$ cat src/rtl/ids_pkg.sv
package ids_pkg;

	localparam int OPCODE_W = 4;
	localparam int POS_W = 7;
	localparam int ITEM_W = 32;
	localparam int STATUS_W = 2;
	localparam int COUNT_W = 7;

	localparam int DEPTH_DEF = 64;
	localparam int DATA_W_DEF = 32;

	typedef enum logic [OPCODE_W-1:0] {
		OP_INS_FRONT = 4'd0,
		OP_INS_BACK  = 4'd1,
		OP_RD_FRONT  = 4'd2,
		OP_RD_BACK   = 4'd3,
		OP_REM_FRONT = 4'd4,
		OP_REM_BACK  = 4'd5,
		OP_RD_POS    = 4'd6,
		OP_INS_POS   = 4'd7,
		OP_REM_POS   = 4'd8
	} opcode_t;

	typedef enum logic [STATUS_W-1:0] {
		ST_OK    = 2'd0,
		ST_RANGE = 2'd1,
		ST_FULL  = 2'd2
	} status_t;

	// Decoded operation that goes out to every cell; flags are already
	// qualified by a good status.
	typedef struct packed {
		logic    ins;
		logic    rem;
		logic    rd;
		status_t status;
	} op_ctl_t;

endpackage

$ cat src/rtl/ids_cell.sv
module ids_cell #(
	parameter int DATA_WIDTH = ids_pkg::DATA_W_DEF,
	parameter int IDX_W = 6,
	parameter int CELL_IDX = 0
) (
	input  logic                  clk,
	input  logic                  en,
	input  ids_pkg::op_ctl_t      ctl,
	input  logic [IDX_W-1:0]      idx,
	input  logic [DATA_WIDTH-1:0] new_item,
	input  logic [DATA_WIDTH-1:0] left,
	input  logic [DATA_WIDTH-1:0] right,
	output logic [DATA_WIDTH-1:0] data,
	output logic [DATA_WIDTH-1:0] tap
);

	logic [DATA_WIDTH-1:0] data_q;
	logic [DATA_WIDTH-1:0] tap_q;
	logic                  hit;
	logic                  above;

	assign hit   = (idx == IDX_W'(CELL_IDX));
	assign above = (idx < IDX_W'(CELL_IDX));

	// Insertion moves everything above the target one cell up; removal
	// pulls the target and everything above it one cell down.
	always_ff @(posedge clk) begin
		if (en) begin
			if (ctl.ins) begin
				if (above) begin
					data_q <= left;
				end else if (hit) begin
					data_q <= new_item;
				end
			end else if (ctl.rem) begin
				if (above || hit) begin
					data_q <= right;
				end
			end
			tap_q <= (ctl.rd && hit) ? data_q : '0;
		end
	end

	assign data = data_q;
	assign tap  = tap_q;

endmodule

$ cat config.mk
export PLATFORM = sky130hd
export DESIGN_NAME = ids_cell
export DESIGN_NICKNAME = d
export VERILOG_FILES = /design/src/rtl/ids_pkg.sv /design/src/rtl/ids_cell.sv
export SDC_FILE = /design/constraint.sdc
export NUM_CORES = 1
export LEC_CHECK = 0
export ABC_AREA = 1
export BUFFER_PORTS_ARGS = -buffer_cell sky130_fd_sc_hd__buf_2
export CAP_MARGIN = 20
export CORE_MARGIN = 2
export CORE_UTILIZATION = 35
export DETAILED_ROUTE_END_ITERATION = 10
export PLACE_DENSITY = 0.78
export SYNTH_ARGS = -nofsm -noshare
export SYNTH_HDL_FRONTEND = slang
export SYNTH_SLANG_ARGS = --single-unit
$ cat constraint.sdc
create_clock -name clk -period 3.65 [get_ports clk]
set_clock_uncertainty 0.2 [all_clocks]
set_input_delay 0.73 -clock clk [delete_from_list [all_inputs] [get_ports clk]]
set_output_delay 0.73 -clock clk [all_outputs]
set_load 0.02 [all_outputs]
=== Word-level counts from Yosys, hierarchy flattened ===
Index checks and enable logic that the tools add are counted.

* Register bits: 64
* Bits in latches: 0
* RAM bits: 0
* ROM bits: 0
* Input bits: 109
* Output and inout port bits: 64
* Word-level logic and storage cells: 15
* Memories kept: 0

* Add/sub/neg operators: 0
* Multiply operators: 0
* Divide/modulo/power cells: 0
* Magnitude comparators: 1
* Equality and inequality tests: 1
* Shifts and indexed selects: 0
* Mux-type cells: 5
* Bitwise logic cells: 0
* Reductions and logical operators: 6

{| class="wikitable"
|+ Operators by type and width
! kind !! number
|-
| two-way mux 32 bit || 5
|-
| zero test 6 bit || 1
|-
| less-than comparator 6 x 1 -> 1 bit, second input constant || 1
|-
| AND reduction 4 bit || 1
|-
| nonzero test 2 bit || 2
|-
| inequality test 3 x 1 -> 1 bit, second input constant || 1
|-
| logical AND 1 bit || 1
|-
| logical OR 1 bit || 1
|}

=== Longest topological paths before layout ===
* Depth in word-level cells: 5
* Mapped depth: 4
* Gate-level depth less buffers: 3

=== Worst setup path after synthesis ===
No wires, ideal clock.

* Path kind: input to register
* From: in ctl[4] (netlist name)
* To: reg data_q[0] (netlist: data[0]), enable pin
* Library setup time: 0.421 ns
* Arrival time: 2.501 ns
* Slack: 0.528 ns
* Stages: 4
* Buffers on the path: 2
* Path through: buf_2 buf_6 o21ai_0 nor2_1

* Longest elaborated chain between the ends: 2
* Elaborated cells between the ends (all ways): 4
* Classes of those cells: eq/ne (1); reduce/logical (3)

{| class="wikitable"
|+ RTL lines
! element !! line !! RTL
|-
| start, declared || ids_cell.sv:8 || <nowiki>input ids_pkg::op_ctl_t ctl,</nowiki>
|-
| inequality test 3 x 1 -> 1 bit (no source line) or nonzero test 2 bit (tied branches) || -- ||
|-
| AND reduction 4 bit (no source line) * || -- ||
|-
| end signal, assigned || ids_cell.sv:31 || <nowiki>data_q <= left;</nowiki>
|-
| end signal, assigned || ids_cell.sv:33 || <nowiki>data_q <= new_item;</nowiki>
|-
| end signal, assigned || ids_cell.sv:37 || <nowiki>data_q <= right;</nowiki>
|-
| end, declared || ids_cell.sv:17 || <nowiki>logic [DATA_WIDTH-1:0] data_q;</nowiki>
|}

Every way passes the cells marked *; elsewhere a longest branch is shown, timed or not.
A chain may end at the register's enable or synchronous reset.

=== Worst setup path in the final report ===
* From: in idx[5]
* To: reg data_q[19] (netlist: data[19]), enable pin

* Longest elaborated chain between the ends: 4
* Elaborated cells between the ends (all ways): 6
* Classes of those cells: order compare (1); eq/ne (1); reduce/logical (4)

{| class="wikitable"
|+ RTL lines
! element !! line !! RTL
|-
| start, declared || ids_cell.sv:9 || <nowiki>input logic [IDX_W-1:0] idx,</nowiki>
|-
| less-than comparator 6 x 1 -> 1 bit or zero test 6 bit (tied branches) || ids_cell.sv:23, ids_cell.sv:22 ||
|-
| logical OR 1 bit || ids_cell.sv:36 || <nowiki>if (above || hit) begin</nowiki>
|-
| nonzero test 2 bit (no source line) || -- ||
|-
| AND reduction 4 bit (no source line) * || -- ||
|}

Marks and branches as above.

==> metrics.cfg <==
[run_status]
outcome=finished clean

[power_and_ir_drop]
cellLeakagePower_uw=0.00169
p_per_area_mw_per_mm2=428
ir_worst_vdd_mv=0.225

[route]
drtIter0Drc=48
drc=0
dr.pass1.iters=5
wirelength_mm=5.39
vias_per_cell=4.23
drtAntennaViolNets=0
vias=1801
wl_per_cell_um=12.7

[layout]
fillers=715
fin_area_mm2=0.00369
final-seq-area_mm2=0.00192
diodes=0
post_route_cells_drive_above_1_share=0.676
mostFrequentLayoutCells=138 x buf_2, 64 x edfxtp_1, 32 x mux2_2, 32 x inv_1, 30 x nor2_2
areaGrowthSynthToFinish_pct=36.5
fin_nets=428
multiInputGateArea_um2=601
layout_commonest_cell=buf_2
fin_util=0.486
stdcell_count=426

[clock_tree]
htree_levels=3
cts_setup_buffers=0
insertion_delay_ns=0.32
cts_sinks=64
clockBufferDepth=2
cts_tree=yes
clkSlewWorstSetupHoldPaths_ns=0.07
numCtsBuffers=9
postCtsHoldBufs=0
cts_resized=0
clockRootBuffer=clkbuf_8

[placed_design]
hpwl_mm=4.06
place_area_mm2=0.00348
port-buffer-count=138
gp_congestion=0.668
dp.cells=410

[global_route]
grt_util_all_layers=0.128
grt_pass1_wl_mm=8.28
grt_overflow=0
grt_max_degree=33
antenna_found_initial=0
grt_pass1_vias=1754

[setup_path]
path_cells=buf_2, nor2_1, nand3_1, nor2_4
crit_required_ns=3.39
worstSetupStartpointType=input pin
end_kind=register
cpPeakStageDelay_ns=0.74
critical_path_arrival_ns=1.87
critPathKind=input pin to register
cp_slowest_cell=nor2_4
worstPathMaxFanout=32

[timing]
final.setup.tns_ns=0
hold_viol_final=0
drv_slew=0
hold_slack_ns=0.373
finalSetupViolCount=0
rsz0062_at_grt=false
fin_crit_ns=2.13
period_share=0.584
worstMarginPinSlew_ns=0.944
max-slew-margin-rel=0.369
max_freq_mhz=469

[floorplanning]
die-width_um=92.0
die-area_mm2=0.00846
initial_core_util=0.356
pin_count=173
rows=32
die_h_um=92.0
core-area_mm2=0.00761

[synthesis]
synth_area_mm2=0.00271
yosys_warnings=0
avgSynthCellArea_um2=15.6
ys_seq_area_frac=0.710
ys_types=10
netlist_instances=174
synth-seq-cells=64
syn_nets=283

[hold_path]
hold_class=register to register

[flow_run]
maxCapViolCount=0

registers in the layout (all words and copies together), names as in the netlist:
name	count
data	32
tap	32
critical path: cells and delay by family:
kind,cells,cell delay (ns)
buf+inv,1,0.10
simple gates,3,1.04
metal layers:
layer	vias to the layer above	global-route usage	routed length [um]
met1	839	0.136	2040
met2	75	0.232	2930
met5	-	0	0
met3	7	0.0329	330
li1	880	-	-
met4	0	0.0672	92
cells by family after synthesis:
kind of cell | after synthesis | share of synthesized area
buf+inv | 39 | 0.0712
simple gates | 38 | 0.0841
flops | 64 | 0.710
compound gates | 1 | 0.00185
mux | 32 | 0.133
stage by stage:
stage / worst slack, ns / total power (uW)
global route: 1.34 / 1630
floorplan: 0.528 / 900
finish: 1.52 / 1580
global placement: 1.16 / 957
CTS: 1.50 / 1600
detailed placement: 1.15 / 960
report_power, final:
group / internal (uW) / leakage (uW) / switching (uW) / total [uW]
Combinational: 62.4 / 0.000957 / 55.0 / 117
Clock: 381 / 0.0000999 / 257 / 638
Sequential: 822 / 0.000631 / 2.93 / 825
Total: 1270 / 0.00169 / 315 / 1580
worst paths after layout:
check        startpoint  endpoint  depth (start not counted)  slack [ns]
max reg2reg    data[15]   tap[15]                          2        2.67
max              idx[5]  data[19]                          4        1.52
min            data[11]   tap[11]                          2        0.37
min reg2reg    data[11]   tap[11]                          2        0.37
final cells by class:
cell class	count	share of cell area
Sequential cell	64	0.520
Timing Repair Buffer	141	0.193
Multi-Input combinational cell	71	0.163
Clock buffer	10	0.0345
Tap cell	102	0.0345
Inverter	32	0.0325
Clock inverter	6	0.0227
cell usage after synthesis, drive strengths merged:
master	count	area, um^2
o21ai	1	5.00
mux2	32	360
edfxtp	64	1920
nor2	36	210
nand4	1	12.5
nand3	1	5.00
inv	32	120
buf	7	72.6
No activity file was read; power rests on OpenSTA's default activity.
