### src/rtl/ids_pkg.sv
package ids_pkg;

	localparam int OPCODE_W = 4;
	localparam int POS_W = 7;
	localparam int ITEM_W = 32;
	localparam int STATUS_W = 2;
	localparam int COUNT_W = 7;

	localparam int DEPTH_DEF = 64;
	localparam int DATA_W_DEF = 32;

	typedef enum logic [OPCODE_W-1:0] {
		OP_INS_FRONT = 4'd0,
		OP_INS_BACK  = 4'd1,
		OP_RD_FRONT  = 4'd2,
		OP_RD_BACK   = 4'd3,
		OP_REM_FRONT = 4'd4,
		OP_REM_BACK  = 4'd5,
		OP_RD_POS    = 4'd6,
		OP_INS_POS   = 4'd7,
		OP_REM_POS   = 4'd8
	} opcode_t;

	typedef enum logic [STATUS_W-1:0] {
		ST_OK    = 2'd0,
		ST_RANGE = 2'd1,
		ST_FULL  = 2'd2
	} status_t;

	// Decoded operation that goes out to every cell; flags are already
	// qualified by a good status.
	typedef struct packed {
		logic    ins;
		logic    rem;
		logic    rd;
		status_t status;
	} op_ctl_t;

endpackage

### src/rtl/ids_ctrl.sv
module ids_ctrl #(
	parameter int DEPTH = ids_pkg::DEPTH_DEF,
	parameter int IDX_W = $clog2(DEPTH),
	parameter int CNT_W = $clog2(DEPTH + 1)
) (
	input  logic                         clk,
	input  logic                         arst_n,
	input  logic                         en,
	input  logic [ids_pkg::OPCODE_W-1:0] opcode,
	input  logic [ids_pkg::POS_W-1:0]    position,
	output ids_pkg::op_ctl_t             ctl,
	output logic [IDX_W-1:0]             idx,
	output logic [CNT_W-1:0]             count_next
);

	localparam int CMP_W = (CNT_W > ids_pkg::POS_W) ? CNT_W : ids_pkg::POS_W;

	logic [CNT_W-1:0] occ_q;
	logic [CMP_W-1:0] occ_ext;
	logic [CMP_W-1:0] pos_ext;
	logic [CMP_W-1:0] last;
	logic [CMP_W-1:0] tgt;
	logic             is_ins;
	logic             is_rem;
	logic             is_rd;
	logic             full;
	ids_pkg::status_t status;

	assign occ_ext = CMP_W'(occ_q);
	assign pos_ext = CMP_W'(position);
	assign last    = (occ_q != '0) ? occ_ext - CMP_W'(1) : '0;
	assign full    = (occ_q == CNT_W'(DEPTH));

	always_comb begin
		is_ins = 1'b0;
		is_rem = 1'b0;
		is_rd  = 1'b0;
		tgt    = '0;
		case (opcode)
			ids_pkg::OP_INS_FRONT: is_ins = 1'b1;
			ids_pkg::OP_INS_BACK: begin
				is_ins = 1'b1;
				tgt    = occ_ext;
			end
			ids_pkg::OP_RD_FRONT: is_rd = 1'b1;
			ids_pkg::OP_RD_BACK: begin
				is_rd = 1'b1;
				tgt   = last;
			end
			ids_pkg::OP_REM_FRONT: is_rem = 1'b1;
			ids_pkg::OP_REM_BACK: begin
				is_rem = 1'b1;
				tgt    = last;
			end
			ids_pkg::OP_RD_POS: begin
				is_rd = 1'b1;
				tgt   = pos_ext;
			end
			ids_pkg::OP_INS_POS: begin
				is_ins = 1'b1;
				tgt    = pos_ext;
			end
			ids_pkg::OP_REM_POS: begin
				is_rem = 1'b1;
				tgt    = pos_ext;
			end
			default: ;
		endcase

		// A full store is reported ahead of a bad insert position.
		if (is_ins) begin
			if (full) begin
				status = ids_pkg::ST_FULL;
			end else if (tgt > occ_ext) begin
				status = ids_pkg::ST_RANGE;
			end else begin
				status = ids_pkg::ST_OK;
			end
		end else if (is_rd || is_rem) begin
			status = (tgt < occ_ext) ? ids_pkg::ST_OK : ids_pkg::ST_RANGE;
		end else begin
			status = ids_pkg::ST_RANGE;
		end
	end

	assign ctl.ins    = is_ins && (status == ids_pkg::ST_OK);
	assign ctl.rem    = is_rem && (status == ids_pkg::ST_OK);
	assign ctl.rd     = (is_rd || is_rem) && (status == ids_pkg::ST_OK);
	assign ctl.status = status;
	assign idx        = tgt[IDX_W-1:0];

	always_comb begin
		count_next = occ_q;
		if (ctl.ins) begin
			count_next = occ_q + CNT_W'(1);
		end else if (ctl.rem) begin
			count_next = occ_q - CNT_W'(1);
		end
	end

	always_ff @(posedge clk or negedge arst_n) begin
		if (!arst_n) begin
			occ_q <= '0;
		end else if (en) begin
			occ_q <= count_next;
		end
	end

	a_occ_bound: assert property (@(posedge clk) disable iff (!arst_n)
		occ_q <= CNT_W'(DEPTH))
		else $error("occupancy beyond depth");

	a_ins_grows: assert property (@(posedge clk) disable iff (!arst_n)
		en && ctl.ins |=> occ_q == $past(occ_q) + CNT_W'(1))
		else $error("successful insert did not grow occupancy");

endmodule

### config.mk
export PLATFORM = sky130hd
export DESIGN_NAME = ids_ctrl
export DESIGN_NICKNAME = d
export VERILOG_FILES = /design/src/rtl/ids_pkg.sv /design/src/rtl/ids_ctrl.sv
export SDC_FILE = /design/constraint.sdc
export NUM_CORES = 1
export LEC_CHECK = 0
export CORE_MARGIN = 3
export CORE_UTILIZATION = 64
export DETAILED_ROUTE_END_ITERATION = 7
export DONT_BUFFER_PORTS = 1
export HOLD_SLACK_MARGIN = 0.08
export PLACE_DENSITY = 0.77
export SLEW_MARGIN = 20
export SYNTH_ARGS = -nofsm -noshare
export SYNTH_HDL_FRONTEND = slang
export SYNTH_SLANG_ARGS = --single-unit
### constraint.sdc
create_clock -name clk -period 4.6 [get_ports clk]
set_input_delay 0.69 -clock clk [delete_from_list [all_inputs] [get_ports clk]]
set_output_delay 0.69 -clock clk [all_outputs]
set_load 0.01 [all_outputs]
After elaboration in Yosys (flattened, before gate mapping)
Index checks and enable logic that the tools add are counted.

Register bits after elaboration: 7.

Add/subtract/negate cells: 2. $lt $le $gt $ge: 2. Eq/ne operators: 9. Mux-type cells: 12. Reduce and logical (&&, ||, !) cells: 12.

Operators by type and width (number): $mux 7 (3); $pmux 7 s3 (1); $eq 4x3->1 const B (4); $reduce_or 3->1 (4); $eq 4x2->1 const B (2); $add 7x1->7 const B (1); $eq 7x7->1 const B (1); $gt 7x7->1 (1); $lt 7x7->1 (1); $reduce_bool 7->1 (1); $sub 7x1->7 const B (1); $mux 1 (6); $eq 4x1->1 const B (1); $eq 4x4->1 const B (1); $logic_not 4->1 (1); $mux 2 (2); $logic_and 1x1->1 (3); $logic_not 2->1 (1); $reduce_or 2->1 (1); $logic_or 1x1->1 (1).

Longest topological paths before layout
Depth after elaboration: 11. Gate-level depth with buffers: 16.

Least setup slack after synthesis
Ideal clock, no wire load.

Path type: input to output. Start point: input port opcode[1] in the netlist's numbering. End point: output port count_next[2]. Arrival time: 3397 ps. Required time: 3910 ps. Slack: 513 ps. Stages on the path: 14. Buffers on the path: 4. Cells stage by stage: buf_6 xnor2_1 or2_4 or2_1 buf_6 o311ai_1 ha_1 a21oi_2 a21oi_2 buf_6 nor3_2 buf_6 a32oi_1 xnor2_1.

RTL lines: from (decl) (line ids_ctrl.sv:9) `input logic [ids_pkg::OPCODE_W-1:0] opcode,`; to (decl) (line ids_ctrl.sv:13) `output logic [CNT_W-1:0] count_next`.

Worst setup path after layout
Start point: register occ_q[1] (netlist: occ_ext[1]). End point: output port count_next[1].

Longest elaborated chain between the ends: 11. Elaborated cells between the ends (all ways): 18. Classes of those cells: add/sub: 2; order compare: 2; eq/ne: 1; mux: 9; reduce/logical: 4.

RTL lines: from (decl) (line ids_ctrl.sv:18) `logic [CNT_W-1:0] occ_q;`; from (signal assigned) (line ids_ctrl.sv:105) `occ_q <= count_next;`; $sub 7x1->7 / $reduce_bool 7->1 (equally long branches) (line ids_ctrl.sv:31, ids_ctrl.sv:97); $mux 7 (line ids_ctrl.sv:31) `assign last = (occ_q != '0) ? occ_ext - CMP_W'(1) : '0;`; $pmux 7 s3 (line ids_ctrl.sv:39) `case (opcode)`; $lt 7x7->1 / $gt 7x7->1 (equally long branches) (line ids_ctrl.sv:80, ids_ctrl.sv:74); $mux 1, on equally long branches (line ids_ctrl.sv:80, ids_ctrl.sv:74); $mux 1 / $mux 2 (equally long branches) (line ids_ctrl.sv:79, ids_ctrl.sv:72); $mux 2 (line ids_ctrl.sv:71) `if (is_ins) begin`; $logic_not 2->1 (line ids_ctrl.sv:86, ids_ctrl.sv:87); $logic_and 1x1->1 (line ids_ctrl.sv:87) `assign ctl.rem = is_rem && (status == ids_pkg::ST_OK);`; $mux 7 (line ids_ctrl.sv:96) `end else if (ctl.rem) begin`; $mux 7 (*) (line ids_ctrl.sv:94) `if (ctl.ins) begin`.

Mark *: on every way between the ends. The rest lies on a longest branch, timed or not.

==> impl_metrics.toml <==
[worst_setup_path]
rrSetupSlack_ns = 0.94
worst_setup_path_start_kind = "register"
r2r_start = "occ_ext[1]"
path_delay_family = "compound AO/OA/AOI/OAI gates"
cp_cell_sequence = "inv_1 -> ha_1 -> nor3b_4 -> nand2_2 -> nor3b_1 -> o21ai_0 -> o311ai_1 -> ha_1 -> nand4_1 -> a21oi_2 -> o31ai_2 -> a221o_1 -> o211a_1"
critical_path_class = "reg2out"
r2r-end = "occ_ext[5]"
critPathSlowestCell = "a21oi_2"
cp_slowest_stage_delay_ns = 0.42
required_ns = 3.91
crit_buf_inv = 1
worst-path-max-fanout = 6
cp_data_arrival_time_ns = 3.68
crit_path_frequent_cell = "ha_1"
crit_cells = 13
cp-end-kind = "primary output"
worstSetupStartpoint = "occ_ext[1]"
critPathCapture = "count_next[1]"
r2r_cells = 14

[final_layout]
layout-drive-gt1-share_pct = 26.7
fillers = 156
antenna_cells = 0
layout.nets = 205
finalNonFillerCells = 207
synthToLayoutAreaGrowth_pct = 4.26
multi_input_area_mm2 = 0.00118
largest_reg_flops = 7
seqCellArea_um2 = 176

[grt]
antenna_found_initial = 0
grt_pass1_vias = 1254
grt_max_degree = 13
grtUsageTotal_pct = 27.5
grt_first_pass_wirelength_um = 5950
grt_overflow = 0

[clocking]
cts-root-buf = "clkbuf_4"
cts_sinks = 7
numCtsBuffers = 3
clock_path_buffers = 2
cts_tree = "done"
h-tree-depth = 1
clkTransAtPathRegs_ns = 0.06
clock_latency_ns = 0.27

[floorplan]
ioPinCount = 32
fp.dieW_um = 54.4
die_y_um = 54.4
design.core.area_mm2 = 0.00208
initial_core_util_pct = 71.9
dieArea_mm2 = 0.00296
row_count = 16

[synthesis]
netlist_area_mm2 = 0.00150
synth_edf_count = 0
synth.yosys.seq_area_share_pct = 11.7
avgSynthCellArea_um2 = 8.51
syn_inst = 176
synth_ff_type = "dfrtp_1"
syn-num-nets = 200
async_flop_share_pct = 100
synth.distinct_cells = 61
yosys_warnings = 0
ys_ff_latch = 7

[placed_design]
io_buffers = 0
place_congestion = 0.909
dp_cells = 199
dpl.hpwl_um = 3040

[route]
top_layer = "met4"
routed_wl_um = 4060
route.met3.wl_um = 390
wl_met2_um = 1870
first_pass_iters = 5
drc_errors = 0
antenna_left = 0
via_per_inst = 6.98
wl_met1_um = 1730
wl_per_cell_um = 19.6
vias = 1445
drt-initial-drc-count = 61

[timing]
skew_ns = 0.00607
finalMaxSlewViolations = 0
relSlewSlack_pct = 66.3
finalHoldViolations = 0
setup-violations-final = 0
rsz0062_at_grt = "false"
finalSetupTns_ns = 0
worst_pin_slew_ns = 0.504
finalCritPeriodShare_pct = 95.0
fmax_mhz = 229
post-route-min-period_ns = 4.37

[power]
total_power_w = 0.000745
power.density_mw_per_mm2 = 477
vdd_drop_max_mv = 0.408
leakagePower_nw = 0.604

[outcome]
status = "finished, final reports clean"

[run]
drv_cap = 0

[min_path]
hp-class = "in2async"
==> where the power goes <==
part,switching [W],total [W],leakage [nW],internal [W]
Clock,0.0000264,0.0000597,0.0150,0.0000333
Combinational,0.000332,0.000551,0.508,0.000219
Sequential,0.0000467,0.000134,0.0811,0.0000877
==> synth_stat cells, types with 2 or more instances <==
| master | n | area, um2 |
|---|---|---|
| a211o_1 | 2 | 17.5 |
| a21oi_1 | 6 | 30.0 |
| a21oi_2 | 2 | 17.5 |
| a221o_1 | 2 | 20.0 |
| a22oi_1 | 5 | 37.5 |
| a311oi_1 | 2 | 17.5 |
| a32oi_1 | 3 | 26.3 |
| and3_1 | 4 | 25.0 |
| buf_2 | 4 | 20.0 |
| buf_4 | 2 | 15.0 |
| buf_6 | 8 | 90.1 |
| dfrtp_1 | 7 | 175 |
| ha_1 | 10 | 125 |
| inv_1 | 11 | 41.3 |
| mux2i_1 | 3 | 30.0 |
| nand2_1 | 10 | 37.5 |
| nand3_1 | 3 | 15.0 |
| nand4_1 | 6 | 37.5 |
| nor2_1 | 10 | 37.5 |
| nor3_1 | 9 | 45.0 |
| nor3_2 | 2 | 20.0 |
| nor3b_4 | 2 | 37.5 |
| nor4_1 | 2 | 12.5 |
| nor4_2 | 2 | 25.0 |
| o21ai_0 | 8 | 40.0 |
| o21ba_2 | 2 | 20.0 |
| o311ai_1 | 2 | 17.5 |
| or2_2 | 2 | 12.5 |
| xnor2_1 | 13 | 114 |
==> final cells by class <==
class	count	area share, %
well taps	27	2.16
repair buffers	14	6.73
inverters	11	2.64
multi-input cells	144	75.5
clock buffers	4	1.68
flip-flops and latches	7	11.3
==> how the worst min path moves through the flow <==
stage	slack, ns	endpoint	from	depth (start not counted)
5_1_grt	0.11	occ_ext[4]	arst_n	0
6_report	0.11	occ_ext[4]	arst_n	0
3_5_place_dp	0.39	occ_ext[4]	arst_n	0
3_3_place_gp	0.39	occ_ext[3]	arst_n	0
2_1_floorplan	0.39	occ_ext[0]	arst_n	0
4_1_cts	0.12	occ_ext[4]	arst_n	0
==> cell usage in the layout, fill, tap and decap left out, types with 2 or more instances in the layout <==
| cell | synthesis | routed |
|---|---|---|
| a32oi_1 | 3 | 3 |
| nor4_1 | 2 | 2 |
| or2_2 | 2 | 2 |
| o311ai_1 | 2 | 2 |
| inv_1 | 11 | 11 |
| a21oi_1 | 6 | 6 |
| xnor2_1 | 13 | 13 |
| and3_1 | 4 | 4 |
| nor3b_4 | 2 | 2 |
| nor3_1 | 9 | 9 |
| o21ai_0 | 8 | 8 |
| nand3_1 | 3 | 3 |
| a311oi_1 | 2 | 2 |
| a21oi_2 | 2 | 2 |
| a22oi_1 | 5 | 5 |
| nor4_2 | 2 | 2 |
| ha_1 | 10 | 10 |
| nand4_1 | 6 | 6 |
| buf_4 | 2 | 14 |
| clkbuf_4 | 0 | 3 |
| nor3_4 | 1 | 2 |
| nor2_1 | 10 | 10 |
| a211o_1 | 2 | 2 |
| a221o_1 | 2 | 2 |
| dfrtp_1 | 7 | 6 |
| mux2i_1 | 3 | 3 |
| o21ba_2 | 2 | 2 |
| nand2_1 | 10 | 10 |
==> per-layer routing <==
metal  vias up  global-route usage, %
met2        79                   44.2
li1        679                      -
met5         -                      0
met1       677                   37.8
met4         0                   7.05
met3        10                   4.36
==> per-stage QoR <==
step	worst slack (ns)	area, um2	hold WS, ns	utilization [%]
5_1_grt	0.00327	1560	0.107	75.0
3_3_place_gp	0.345	1490	0.395	71.3
6_report	0.228	1560	0.114	75.0
2_1_floorplan	0.513	1500	0.394	-
4_1_cts	0.0887	1510	0.115	72.6
3_5_place_dp	0.205	1490	0.395	71.3
==> repair_timing <==
item                                    CTS  global route
resized for setup                         0             3
endpoints found under the setup margin    0             7
buffers inserted                          0             3
hold buffers                              0             0
==> cell families after synthesis <==
family	count (synthesis)	synth area share, %
compound gates	49	28.5
xor+xnor	13	7.60
fa+ha+maj	10	8.35
buf+inv	26	11.4
flops	7	11.7
mux	4	2.76
simple gates	67	29.7
(Power assumes the default switching activity.)
